**config.mk**
```make
export PLATFORM = sky130hd
export DESIGN_NAME = bap_fifo
export DESIGN_NICKNAME = d
export VERILOG_FILES = /design/src/design/bap_pkg.sv /design/src/design/bap_fifo.sv
export SDC_FILE = /design/constraint.sdc
export NUM_CORES = 1
export LEC_CHECK = 0
export ABC_AREA = 1
export CAP_MARGIN = 30
export CORE_ASPECT_RATIO = 0.6
export CORE_MARGIN = 8
export CORE_UTILIZATION = 42
export CTS_CLUSTER_SIZE = 16
export DETAILED_ROUTE_END_ITERATION = 8
export DONT_BUFFER_PORTS = 1
export GPL_ROUTABILITY_DRIVEN = 0
export SETUP_SLACK_MARGIN = 0.1
export SLEW_MARGIN = 20
export SYNTH_ARGS = -nofsm -noshare
export SYNTH_HDL_FRONTEND = slang
export SYNTH_SLANG_ARGS = --single-unit
```
**constraint.sdc**
```tcl
create_clock -name clk -period 2.7 [get_ports clk]
set_input_delay 0.135 -clock clk [delete_from_list [all_inputs] [get_ports clk]]
set_output_delay 0.135 -clock clk [all_outputs]
set_load 0.03 [all_outputs]
```
**src/design/bap_pkg.sv**
```systemverilog
// shared types and constants of the block average pixelate unit
// no dependencies; used by every module of the block by scoped names
package bap_pkg;

  localparam int MAX_WIDTH  = 2048;
  localparam int MAX_REGION = 64;
  localparam int MAX_HEIGHT = 2048;

  localparam int PIX_W   = 8;
  localparam int COL_W   = 11;
  localparam int OFS_W   = 6;
  localparam int SIZE_W  = 7;
  localparam int DIM_W   = 12;
  localparam int CNT_W   = 13;
  // a region holds at most 64 x 64 pixels of 255: 20 bits per channel
  localparam int SUM_W   = 20;
  // one accumulator entry: three channel sums
  localparam int ACC_W   = 3 * SUM_W;
  localparam int STEP_W  = 5;
  localparam int QDEPTH  = 4;
  localparam int QPTR_W  = 2;
  localparam int QCNT_W  = 3;

  localparam logic [SIZE_W-1:0] MAX_REGION_C = SIZE_W'(MAX_REGION);
  localparam logic [DIM_W-1:0]  MAX_WIDTH_C  = DIM_W'(MAX_WIDTH);
  localparam logic [DIM_W-1:0]  MAX_HEIGHT_C = DIM_W'(MAX_HEIGHT);

  typedef enum logic [1:0] {
    CFG_REGION_SIZE  = 2'd0,
    CFG_FRAME_WIDTH  = 2'd1,
    CFG_FRAME_HEIGHT = 2'd2
  } cfg_idx_t;

  // one classified pixel, front to back
  typedef struct packed {
    logic [PIX_W-1:0] red;
    logic [PIX_W-1:0] green;
    logic [PIX_W-1:0] blue;
    logic [COL_W-1:0] col;
    logic [COL_W-1:0] row;
    logic [OFS_W-1:0] ofs_x;
    logic [OFS_W-1:0] ofs_y;
    logic             first;
    logic             last;
    logic             frame_done;
  } pix_word_t;

  // region tag carried alongside the division
  typedef struct packed {
    logic [COL_W-1:0] row;
    logic [COL_W-1:0] col;
    logic [CNT_W-1:0] pixels;
    logic             frame_done;
  } reg_tag_t;

endpackage

```
**src/design/bap_fifo.sv**
```systemverilog
// short word queue between front and back
// depends on bap_pkg
module bap_fifo (
  input  logic               clk,
  input  logic               rst_n,
  input  logic               push,
  input  bap_pkg::pix_word_t push_word,
  output logic               full,
  input  logic               pop,
  output logic               not_empty,
  output bap_pkg::pix_word_t head_word
);

  bap_pkg::pix_word_t slot_r [bap_pkg::QDEPTH];
  logic [bap_pkg::QPTR_W-1:0] wp_r, rp_r;
  logic [bap_pkg::QCNT_W-1:0] cnt_r;
  logic do_pop;

  assign full      = cnt_r == bap_pkg::QCNT_W'(bap_pkg::QDEPTH);
  assign not_empty = cnt_r != '0;
  assign head_word = slot_r[rp_r];
  assign do_pop    = pop && not_empty;

  always_ff @(posedge clk) begin
    if (push) slot_r[wp_r] <= push_word;
  end

  always_ff @(posedge clk) begin
    if (!rst_n) begin
      wp_r  <= '0;
      rp_r  <= '0;
      cnt_r <= '0;
    end else begin
      if (push) wp_r <= wp_r + 1'b1;
      if (do_pop) rp_r <= rp_r + 1'b1;
      cnt_r <= cnt_r + bap_pkg::QCNT_W'(push) - bap_pkg::QCNT_W'(do_pop);
    end
  end

endmodule

```
; ---- After elaboration in Yosys (flattened, before gate mapping)
; Memories as Yosys holds them, arrays and structs flattened. A register that Yosys moved wholly into a read port is not among the register bits.
; Cells that the tools add are included.
[word_totals]
reg_bits = 7
latch_bits = 0
ram_bits = 244
rom_bits = 0
input_bits = 65
output_inout_bits = 63
word_cells = 15
n_memories = 1
[mem_list]
columns = memory, depth, width, read_ports, rd_ports_with_merged_regs, wr, line
row1 = slot_r, 4, 61, 1, 1, 1, bap_fifo.sv:14  ; bap_pkg::pix_word_t slot_r [bap_pkg::QDEPTH];
[op_classes]
add_sub_neg = 4
mul = 0
div_mod_pow = 0
n_lt_le_gt_ge = 0
n_eq_ne = 1
n_shift = 0
muxes = 4
bitwise_logic = 0
n_reduce_logical = 2
[op_table]
columns = cell, n
row1 = $add 2x1->2 const B, 2
row2 = $mux 2, 2
row3 = $add 3x1->3, 1
row4 = $eq 3x3->1 const B, 1
row5 = $reduce_bool 3->1, 1
row6 = $sub 3x1->3, 1
row7 = $mux 1, 2
row8 = $logic_and 1x1->1, 1

; ---- Logic depth before layout (Yosys ltp)
[depth]
ltp_word = 4
mapped_depth = 9
ltp_nobuf = 9

; ---- Worst setup path before layout
; Ideal clock, no wire load.
[synth_timing]
path_type = register to register
start = register wp_r[0] in the netlist's numbering
end = memory slot_r[2][0] in the netlist's numbering, enable pin
arrival_ns = 1.775
slack_ns = 0.509
path_stages_with_launch = 5
n_path_buf = 0
period_less_slack_ns = 2.191
cell_sequence = dfxtp_1 > inv_1 > ha_1 > nand2_1 > inv_1
[synth_lines]
columns = element, line
row1 = from (decl), bap_fifo.sv:15  ; logic [bap_pkg::QPTR_W-1:0] wp_r, rp_r;
row2 = from (signal assigned), bap_fifo.sv:34  ; if (push) wp_r <= wp_r + 1'b1;
row3 = to (decl), bap_fifo.sv:14
; Straight into the memory's write port.

==> out/summary.txt <==
DRT iter0 DRCs = 309
fraction of layout instances using a drive strength above 1 = 21.5%
Die ar. = 29400 sq um
clk sink count = 253
clock slew at reported path FFs = 0.07 ns
synthesis-stage register bit count = 253
max_slew headroom = 51.5%
Hold Startpoint = push
length of routed met3 wiring = 1320 microns
final wirelength = 21700 microns
via/cell ratio = 5.17
Resize count post-CTS = 0
post-synthesis compound-gate area fraction = 12.8%
Crit Reg-Reg Startpoint = cnt_r[1]
synthesized area = 10100 sq um
final period utilization = 87.3%
synthesis-to-layout area growth = 18.7%
remaining antenna violation count after routing = 0
final hold viol count = 0
clock tree buffer depth = 3
fmax = 0.424 GHz
uppermost layer routed = met4
Synth Area per Inst = 15.5 sq um
LEAKAGE = 3.96 nW
M1 WL = 9880 microns
number of global-route vias before repair = 5751
post-DP HPWL = 12500 microns
IO buf count = 0
element type at the critical path end = output port
Setup violations, final = 0
later-pin clock latency in the skew report = 0.52 ns
Die Ht = 136 microns
most frequent cells in the layout = 244 x edfxtp_1, 93 x o21ai_0, 88 x nor2_1
final net count = 812
largest family of logic cells by synthesized area = compound AO/OA/AOI/OAI gates
Pwr Density = 892 nW/um^2
startpoint types = flop
final instance count without filler cells = 1082
DRC = 0
crit-path max FO = 72
initial antenna violation count = 1
CTS tree = done
Max VDD drop = 0.000550 V
H-tree depth = 1
Unique masters post-synth = 23
Crit path arrival time = 2.22 ns
outcome = completed
syn nets = 722
core area = 23900 sq um
commonest non-fill, non-tap cell in the layout = edfxtp_1
Max Transition Viols Final = 0
worst path required time = 2.57 ns
worst slew pin tran = 0.727 ns
Synth Area in Simple Gates = 8.36%
max-cap violations = 0
CTS Buf Count = 25
final setup TNS = 0 ns
DRT Pass-1 Iters = 5
CTS root buf = clkbuf_16
Initial Util = 42.2%
largest net degree at the start of global routing = 73
# rows = 44
Hold WC Path Type = in -> reg
multiplexer share of the synthesized area = 0%
RSZ-0062 raised after global routing = no
total grt overflow = 0
Die X = 216 microns
Cells after Synth = 650
global-route wire length before repair = 33000 microns
routed wire length per instance = 20.1 microns
Cells after DPL = 971
IO Pins = 128
post-synthesis xor/xnor area fraction = 0%
Adder-Cell Fraction of Synth Area = 0.942%
sequential-to-total area share from yosys stat = 74.4%
Tmin final = 2.36 ns
Setup Crit Path Kind = reg -> out
YS warnings = 0
WL met2 = 10200 microns
Clock Skew = 0.0136 ns
via count = 5591
Global Route Usage Sum = 14.4%
==> path summary, 6_finish.rpt <==
path                         to  slack, ns  cells after the start
setup / recovery  head_word[59]       0.34                      3
hold / removal    slot_r[1][46]       0.11                      2
setup reg to reg       cnt_r[2]       0.95                      9
hold reg to reg            flop       0.48                      2
==> metrics by stage <==
step | hold WS, ns | worst slack (ns) | total power [mW] | cell area, sq um | utilization [%]
2_1_floorplan | 0.228 | 0.509 | 6.91 | 10100 | -
3_3_place_gp | 0.234 | 0.948 | 7.43 | 10600 | 44.3
3_5_place_dp | 0.234 | 0.911 | 7.50 | 10600 | 44.3
4_1_cts | 0.0933 | 0.331 | 10.8 | 12000 | 50.1
5_1_grt | 0.112 | 0.230 | 11.2 | 12000 | 50.2
6_report | 0.113 | 0.342 | 10.7 | 12000 | 50.2
==> power by group <==
part	switching (mW)	leakage [nW]	internal, mW
logic	2.11	1.27	0.797
clock network	1.39	0.373	1.81
registers	0.0656	2.32	4.51
total	3.57	3.96	7.12
==> sequential cells by signal, summed over array words and instances (netlist names), named ones only <==
name    flops
slot_r    244
cnt_r       3
rp_r        2
wp_r        2
==> metal layers <==
layer | track usage, % | vias to the layer above
met4 | 3.29 | 0
met5 | 0 | -
li1 | - | 2618
met1 | 18.9 | 2804
met2 | 23.5 | 141
met3 | 4.42 | 28
==> repair_timing <==
action,4_1_cts,5_1_grt
hold buffers,64,0
buffers inserted,0,0
hold endpoints to repair,253,0
==> final cells by class <==
type	count	area (sq um)
fillers	2006	11900
flip-flops and latches	253	7510
multi-input cells	342	2230
repair buffers	101	1020
clock buffers	33	656
well taps	322	403
clock inverters	13	95.1
inverters	17	68.8
diodes	1	2.50
==> Yosys cell counts <==
cell type	number	area [sq um]
nor2_1	88	330
buf_6	3	33.8
o21ai_1	30	150
buf_4	1	7.51
inv_1	15	56.3
edfxtp_1	244	7330
a21boi_0	1	7.51
fa_1	1	20.0
inv_2	2	7.51
buf_12	5	100
o21ai_2	1	8.76
buf_8	2	30.0
ha_1	6	75.1
o21ai_0	93	465
a21oi_1	5	25.0
nand3_1	2	10.0
nand2_1	14	52.6
o22ai_2	40	500
o22ai_1	21	131
buf_2	16	80.1
clkbuf_1	11	41.3
dfxtp_1	9	180
nor2_4	40	450
==> worst max-delay path: stages (launching register included) <==
cell and delay, ns:
dfxtp_4 0.38, buf_4 0.56, o21ai_0 0.26, o22ai_2 0.42
==> cells by family after synthesis <==
| family | Yosys count |
|---|---|
| and+or+nand+nor | 144 |
| buffers and inverters | 55 |
| AOI/OAI and AO/OA | 191 |
| DFF | 253 |
| adders and majority gates | 7 |
No activity file was read; power rests on OpenSTA's default activity.
