$ cat src/design/bap_pkg.sv
// shared types and constants of the block average pixelate unit
// no dependencies; used by every module of the block by scoped names
package bap_pkg;

  localparam int MAX_WIDTH  = 2048;
  localparam int MAX_REGION = 64;
  localparam int MAX_HEIGHT = 2048;

  localparam int PIX_W   = 8;
  localparam int COL_W   = 11;
  localparam int OFS_W   = 6;
  localparam int SIZE_W  = 7;
  localparam int DIM_W   = 12;
  localparam int CNT_W   = 13;
  // a region holds at most 64 x 64 pixels of 255: 20 bits per channel
  localparam int SUM_W   = 20;
  // one accumulator entry: three channel sums
  localparam int ACC_W   = 3 * SUM_W;
  localparam int STEP_W  = 5;
  localparam int QDEPTH  = 4;
  localparam int QPTR_W  = 2;
  localparam int QCNT_W  = 3;

  localparam logic [SIZE_W-1:0] MAX_REGION_C = SIZE_W'(MAX_REGION);
  localparam logic [DIM_W-1:0]  MAX_WIDTH_C  = DIM_W'(MAX_WIDTH);
  localparam logic [DIM_W-1:0]  MAX_HEIGHT_C = DIM_W'(MAX_HEIGHT);

  typedef enum logic [1:0] {
    CFG_REGION_SIZE  = 2'd0,
    CFG_FRAME_WIDTH  = 2'd1,
    CFG_FRAME_HEIGHT = 2'd2
  } cfg_idx_t;

  // one classified pixel, front to back
  typedef struct packed {
    logic [PIX_W-1:0] red;
    logic [PIX_W-1:0] green;
    logic [PIX_W-1:0] blue;
    logic [COL_W-1:0] col;
    logic [COL_W-1:0] row;
    logic [OFS_W-1:0] ofs_x;
    logic [OFS_W-1:0] ofs_y;
    logic             first;
    logic             last;
    logic             frame_done;
  } pix_word_t;

  // region tag carried alongside the division
  typedef struct packed {
    logic [COL_W-1:0] row;
    logic [COL_W-1:0] col;
    logic [CNT_W-1:0] pixels;
    logic             frame_done;
  } reg_tag_t;

endpackage

$ cat src/design/bap_front.sv
// front end: config registers, raster position counters, pixel classification
// depends on bap_pkg
module bap_front (
  input  logic                          clk,
  input  logic                          rst_n,
  input  logic                          cfg_valid,
  output logic                          cfg_ready,
  input  logic [1:0]                    cfg_index,
  input  logic [bap_pkg::DIM_W-1:0]     cfg_data,
  input  logic                          in_valid,
  output logic                          in_ready,
  input  logic [bap_pkg::PIX_W-1:0]     in_red_in,
  input  logic [bap_pkg::PIX_W-1:0]     in_green_in,
  input  logic [bap_pkg::PIX_W-1:0]     in_blue_in,
  input  logic                          q_full,
  output logic                          q_push,
  output bap_pkg::pix_word_t            q_word
);

  logic [bap_pkg::SIZE_W-1:0] size_r;
  logic [bap_pkg::DIM_W-1:0]  width_r, height_r;
  logic [bap_pkg::COL_W-1:0]  px_r, py_r, rx_r, ry_r;
  logic [bap_pkg::OFS_W-1:0]  ox_r, oy_r;
  logic [bap_pkg::COL_W-1:0]  px_nxt, py_nxt, rx_nxt, ry_nxt;
  logic [bap_pkg::OFS_W-1:0]  ox_nxt, oy_nxt;
  logic [bap_pkg::SIZE_W-1:0] size_c;
  logic [bap_pkg::DIM_W-1:0]  width_c, height_c;
  logic row_end, frame_end, edge_x, edge_y;

  assign cfg_ready = 1'b1;

  always_ff @(posedge clk) begin
    if (!rst_n) begin
      size_r   <= bap_pkg::SIZE_W'(8);
      width_r  <= bap_pkg::DIM_W'(640);
      height_r <= bap_pkg::DIM_W'(480);
    end else if (cfg_valid) begin
      case (cfg_index)
        bap_pkg::CFG_REGION_SIZE:  size_r   <= cfg_data[bap_pkg::SIZE_W-1:0];
        bap_pkg::CFG_FRAME_WIDTH:  width_r  <= cfg_data;
        bap_pkg::CFG_FRAME_HEIGHT: height_r <= cfg_data;
        default: ;
      endcase
    end
  end

  // zero acts as one, oversize saturates
  always_comb begin
    size_c   = (size_r == '0) ? bap_pkg::SIZE_W'(1) :
               (size_r > bap_pkg::MAX_REGION_C) ? bap_pkg::MAX_REGION_C : size_r;
    width_c  = (width_r == '0) ? bap_pkg::DIM_W'(1) :
               (width_r > bap_pkg::MAX_WIDTH_C) ? bap_pkg::MAX_WIDTH_C : width_r;
    height_c = (height_r == '0) ? bap_pkg::DIM_W'(1) :
               (height_r > bap_pkg::MAX_HEIGHT_C) ? bap_pkg::MAX_HEIGHT_C : height_r;
  end

  assign row_end   = ({1'b0, px_r} + bap_pkg::DIM_W'(1)) >= width_c;
  assign frame_end = ({1'b0, py_r} + bap_pkg::DIM_W'(1)) >= height_c;
  assign edge_x    = ({1'b0, ox_r} + bap_pkg::SIZE_W'(1)) >= size_c;
  assign edge_y    = ({1'b0, oy_r} + bap_pkg::SIZE_W'(1)) >= size_c;

  assign in_ready = !q_full;
  assign q_push   = in_valid && !q_full;

  always_comb begin
    q_word.red        = in_red_in;
    q_word.green      = in_green_in;
    q_word.blue       = in_blue_in;
    q_word.col        = rx_r;
    q_word.row        = ry_r;
    q_word.ofs_x      = ox_r;
    q_word.ofs_y      = oy_r;
    q_word.first      = (ox_r == '0) && (oy_r == '0);
    q_word.last       = (row_end || edge_x) && (frame_end || edge_y);
    q_word.frame_done = row_end && frame_end;
  end

  always_comb begin
    px_nxt = px_r;
    py_nxt = py_r;
    ox_nxt = ox_r;
    oy_nxt = oy_r;
    rx_nxt = rx_r;
    ry_nxt = ry_r;
    if (row_end) begin
      px_nxt = '0;
      ox_nxt = '0;
      rx_nxt = '0;
      if (frame_end) begin
        py_nxt = '0;
        oy_nxt = '0;
        ry_nxt = '0;
      end else begin
        py_nxt = py_r + 1'b1;
        if (edge_y) begin
          oy_nxt = '0;
          ry_nxt = ry_r + 1'b1;
        end else begin
          oy_nxt = oy_r + 1'b1;
        end
      end
    end else begin
      px_nxt = px_r + 1'b1;
      if (edge_x) begin
        ox_nxt = '0;
        rx_nxt = rx_r + 1'b1;
      end else begin
        ox_nxt = ox_r + 1'b1;
      end
    end
  end

  always_ff @(posedge clk) begin
    if (!rst_n) begin
      px_r <= '0;
      py_r <= '0;
      ox_r <= '0;
      oy_r <= '0;
      rx_r <= '0;
      ry_r <= '0;
    end else if (q_push) begin
      px_r <= px_nxt;
      py_r <= py_nxt;
      ox_r <= ox_nxt;
      oy_r <= oy_nxt;
      rx_r <= rx_nxt;
      ry_r <= ry_nxt;
    end
  end

endmodule

$ cat config.mk
export PLATFORM = sky130hd
export DESIGN_NAME = bap_front
export DESIGN_NICKNAME = d
export VERILOG_FILES = /design/src/design/bap_pkg.sv /design/src/design/bap_front.sv
export SDC_FILE = /design/constraint.sdc
export NUM_CORES = 1
export LEC_CHECK = 0
export ABC_AREA = 1
export BUFFER_PORTS_ARGS = -buffer_cell sky130_fd_sc_hd__clkbuf_2
export CORE_ASPECT_RATIO = 2
export CORE_MARGIN = 4
export CORE_UTILIZATION = 38
export DETAILED_ROUTE_END_ITERATION = 8
export SLEW_MARGIN = 20
export SYNTH_ARGS = -nofsm -noshare
export SYNTH_HDL_FRONTEND = slang
export SYNTH_SLANG_ARGS = --single-unit
$ cat constraint.sdc
create_clock -name clk -period 3.3 [get_ports clk]
set_clock_uncertainty 0.05 [all_clocks]
set_input_delay 0.495 -clock clk [delete_from_list [all_inputs] [get_ports clk]]
set_output_delay 0.495 -clock clk [all_outputs]
set_load 0.05 [all_outputs]
=== Yosys cells after proc, flatten, opt, wreduce, memory -nomap -nowiden ===
Cells that the tools add are included.

* Add/sub/neg operators: 10
* Reduce and logical (&&, ||, !) cells: 21
* Order comparisons: 7
* Mux-type cells: 16
* Eq/ne operators: 2

{| class="wikitable"
|+ Operators by type and width
! cell !! number
|-
| 11-bit two-way mux || 6
|-
| 12-bit two-way mux || 4
|-
| 11-bit by 1-bit adder with 11-bit output (second input constant) || 4
|-
| 11-bit by 1-bit adder with 12-bit output (second input constant) || 2
|-
| 12-bit greater-or-equal comparator || 2
|-
| 12-bit greater-than comparator (second input constant) || 2
|-
| 12-bit logical NOT || 2
|-
| 6-bit two-way mux || 4
|-
| 6-bit by 1-bit adder with 7-bit output (second input constant) || 2
|-
| 7-bit greater-or-equal comparator || 2
|-
| 7-bit two-way mux || 2
|-
| 6-bit by 1-bit adder with 6-bit output (second input constant) || 2
|-
| 6-bit logical NOT || 2
|-
| 2-bit AND reduction || 5
|-
| 7-bit greater-than comparator (second input constant) || 1
|-
| 7-bit logical NOT || 1
|-
| 1-bit logical AND || 4
|-
| 2-bit nonzero test || 2
|-
| 3-bit AND reduction || 1
|-
| 2-bit by 1-bit equality test with 1-bit output (second input constant) || 1
|-
| 2-bit equality test (second input constant) || 1
|-
| 2-bit logical NOT || 1
|-
| 1-bit logical OR || 2
|-
| 1-bit logical NOT || 1
|}

* Input port bits: 43
* Register bits after elaboration: 87

=== Depth between registers and ports, before layout ===
* Depth in word-level cells: 6
* Depth in mapped cells: 18

=== Worst setup path before layout ===
Ideal clock, no wire load.

* Path kind: register to output
* Start point: register oy_r[0] in the netlist's numbering
* End point: output q_word[1] in the netlist's numbering
* Slack: -0.098 ns
* Stages on the path, launching flop included: 15
* Data required time: 2.755 ns
* Arrival: 2.853 ns
* Cells stage by stage: dfxtp_1 -> nand3_1 -> nor3_1 -> xor2_1 -> inv_1 -> ha_1 -> nand2_1 -> nor2_1 -> nand2_1 -> nand2_1 -> nor2_1 -> nand3_2 -> buf_2 -> inv_1 -> nor2_1

{| class="wikitable"
|+ RTL lines
! item !! line !! RTL
|-
| from (decl) || bap_front.sv:23 || <nowiki>logic [bap_pkg::OFS_W-1:0] ox_r, oy_r;</nowiki>
|-
| from (signal assigned) || bap_front.sv:125 || <nowiki>oy_r <= oy_nxt;</nowiki>
|-
| to (decl) || bap_front.sv:17 || <nowiki>output bap_pkg::pix_word_t q_word</nowiki>
|}

==> impl_metrics.py <==
metrics = {
    "logic_synthesis": {
        "synth-async-reset-ratio": 0,
        "postSynthAreaPerCell_um2": 6.81,
        "synth_nets": 926,
        "synth_top_flop_cell": "dfxtp_1",
        "synth_common_cells": "nand2_1 (219), nor2_1 (93), dfxtp_1 (87)",
        "yosys_warnings": 0,
        "synth_cell_types": 36,
        "yosysTopAreaCell": "dfxtp_1",
        "synth.most_common_cell": "nand2_1",
        "seq_area_frac_synth": 0.305,
        "netlist.area_leader.share": 0.305,
        "yosys_register_bits": 87,
        "synthCells": 837,
        "syn_area_mm2": 0.00570,
        "synth_edf_count": 0,
        "yosys-top-cells-area": "dfxtp_1 (31%), nand2_1 (14%), ha_1 (10%)",
    },
    "worst_setup_path": {
        "worstSetupPathType": "flop to primary output",
        "critPathLaunchType": "flop",
        "timing.rr.end": "py_r[3]",
        "r2r_cells": 16,
        "worstSetupEndpointType": "primary output",
        "crit_arrival_ns": 2.62,
        "cp.required_ns": 2.75,
        "cp_max_fo": 4,
        "worstReg2RegStart": "px_r[0]",
        "reg2reg_slack_ns": 0.41,
    },
    "clocking": {
        "cts_hold_buffers": 0,
        "clock-sinks": 87,
        "cts_root_buffer": "clkbuf_16",
        "clkTransAtPathRegs_ns": 0.06,
        "clk-insertion-delay-late_ns": 0.34,
        "cts_tree": "yes",
        "htree_levels": 3,
        "clock_path_buffers": 2,
        "numCtsBuffers": 9,
    },
    "hold_path": {
        "hp-start": "cfg_data[7]",
        "min_to": "height_r[7]",
        "worst_hold_path_type": "primary input to flop",
        "hold_depth": 3,
    },
    "global_route": {
        "gr-total-overflow": 0,
        "antenna_found_initial": 0,
        "grt_max_degree": 45,
        "grt_pass1_vias": 5177,
        "track_usage": 0.174,
        "grt_pass1_wl_mm": 23.9,
    },
    "placed_design": {
        "place_congestion": 0.819,
        "place_ws_ns": 0.185,
        "numPortBuffers": 57,
        "dpl.hpwl_mm": 11.1,
    },
    "cells_and_area": {
        "drive_gt1_frac": 0.179,
        "layout.nets": 971,
        "nFillCells": 1560,
        "num_antenna_cells": 0,
        "areaGrowthSynthToFinish_pct": 17.1,
    },
    "timing": {
        "finalCritPeriodShare": 0.960,
        "tightest_slew_ns": 0.641,
        "slew_violations": 0,
        "relSlewSlack": 0.570,
        "min_period_ns": 3.17,
        "hold_viol_final": 0,
        "finalWorstSetupSlack_ns": 0.132,
        "max_freq_mhz": 316,
        "setup_violations": 0,
        "holdWs_ns": 0.332,
    },
    "routing": {
        "wl_per_cell_um": 13.7,
        "vias": 5345,
        "vias_per_cell": 4.94,
        "drc": 0,
        "drtIter0Drc": 177,
        "routed_wl_mm": 14.8,
        "firstDrtPassIters": 6,
        "ant_nets": 0,
    },
    "power_and_ir_drop": {
        "switching_share": 0.254,
        "leakagePower_nw": 3.07,
        "p_per_area_mw_per_mm2": 382,
        "p_seq_frac": 0.429,
        "ir_drop_mv": 0.234,
        "p_int_mw": 1.90,
        "clockPowerShare": 0.459,
        "power.switching_mw": 0.648,
        "combPwrFrac": 0.112,
    },
    "floorplanning": {
        "dieArea_mm2": 0.0171,
        "die_h_um": 181,
        "io_pins": 107,
        "core_area_mm2": 0.0147,
        "start_util": 0.387,
        "rows": 63,
        "die-width_um": 94.6,
    },
    "run": {
        "maxCapViolations": 0,
    },
    "run_status": {
        "outcome": "finished clean",
    },
}
==> layout by cell type (no fill, tap or decap), drive strengths merged, types with 6 or more instances in the layout <==
cell type	netlist	routed
nand3	59	59
clkinv	3	6
o21ai	38	38
buf	32	25
nand2	226	226
dfxtp	87	87
inv	89	89
ha	46	46
clkbuf	14	65
a21oi	60	60
xor2	29	29
xnor2	6	6
nand4	21	21
nor4	6	6
nor3	11	11
nor2	99	99
==> through the flow <==
step / setup TNS (ns) / utilization / cells / total power [mW] / area (um2)
floorplan: 0 / - / 837 / 1.38 / 5700
global placement: 0 / 0.409 / 1055 / 1.39 / 6030
detailed placement: 0 / 0.409 / 1055 / 1.39 / 6030
CTS: 0 / 0.436 / 1073 / 2.57 / 6420
global route: -0.0309 / 0.453 / 1082 / 2.66 / 6680
finish: 0 / 0.453 / 1082 / 2.55 / 6680
==> area by class of cell <==
cell class,count,area [um2],area share
multi-input cells,612,3510,0.525
clock inverters,6,109,0.0163
flip-flops and latches,87,1760,0.264
well taps,195,244,0.0366
inverters,92,345,0.0517
clock buffers,10,229,0.0343
repair buffers,80,482,0.0722
==> power by group through the flow <==
stage | clock network [mW] | logic, mW | registers, mW
after floorplan | 0 | 0.262 | 1.12
after global placement | 0 | 0.270 | 1.12
after detailed placement | 0 | 0.271 | 1.12
after CTS | 1.20 | 0.274 | 1.09
after global routing | 1.25 | 0.320 | 1.10
final | 1.17 | 0.286 | 1.09
==> how the worst max path moves through the flow <==
| stage | startpoint | to | depth (start not counted) |
|---|---|---|---|
| 3_5_place_dp | px_r[1] | q_word[1] | 16 |
| 3_3_place_gp | px_r[1] | q_word[1] | 16 |
| 2_1_floorplan | oy_r[0] | q_word[1] | 14 |
| 4_1_cts | px_r[0] | q_word[1] | 16 |
| 6_report | px_r[0] | q_word[1] | 15 |
| 5_1_grt | height_r[4] | q_word[1] | 14 |
==> critical path, cell delays in order (launching register included) <==
cell     delay, ns
dfxtp_2       0.36
buf_6         0.12
nand3_4       0.08
nor3_4        0.27
nand3_2       0.13
xnor2_2       0.20
ha_1          0.27
nand2_1       0.07
nand2_1       0.06
nand2_1       0.07
nand2_2       0.06
a21oi_4       0.20
nand2_8       0.08
nor2_4        0.13
nor2_4        0.04
buf_8         0.14
==> sequential cells by signal, summed over array words and instances (netlist names) <==
name,count
height_r,12
ox_r,6
oy_r,6
px_r,11
py_r,11
rx_r,11
ry_r,11
size_r,7
width_r,12
==> cells by family after synthesis <==
family,count (synthesis),share of synthesized area
xor gates and xnor gates,35,0.0538
AOI/OAI and AO/OA,105,0.103
adders and majority gates,46,0.101
other,1,0.000658
buffers and inverters,138,0.111
and+or+nand+nor,425,0.325
DFF,87,0.305
==> layer usage <==
metal / GRT usage / routed length, um / vias up
met5: 0 / 0 / -
met4: 0.0856 / 555 / 0
li1: - / - / 2770
met2: 0.320 / 7750 / 104
met3: 0.0221 / 503 / 33
met1: 0.189 / 6020 / 2438
==> timing repair <==
action                                  4_1_cts  5_1_grt
resized for setup                            11       49
pin swaps                                     4       34
setup buffers                                 2        9
endpoints found under the setup margin        2        2
(Power assumes the default switching activity.)
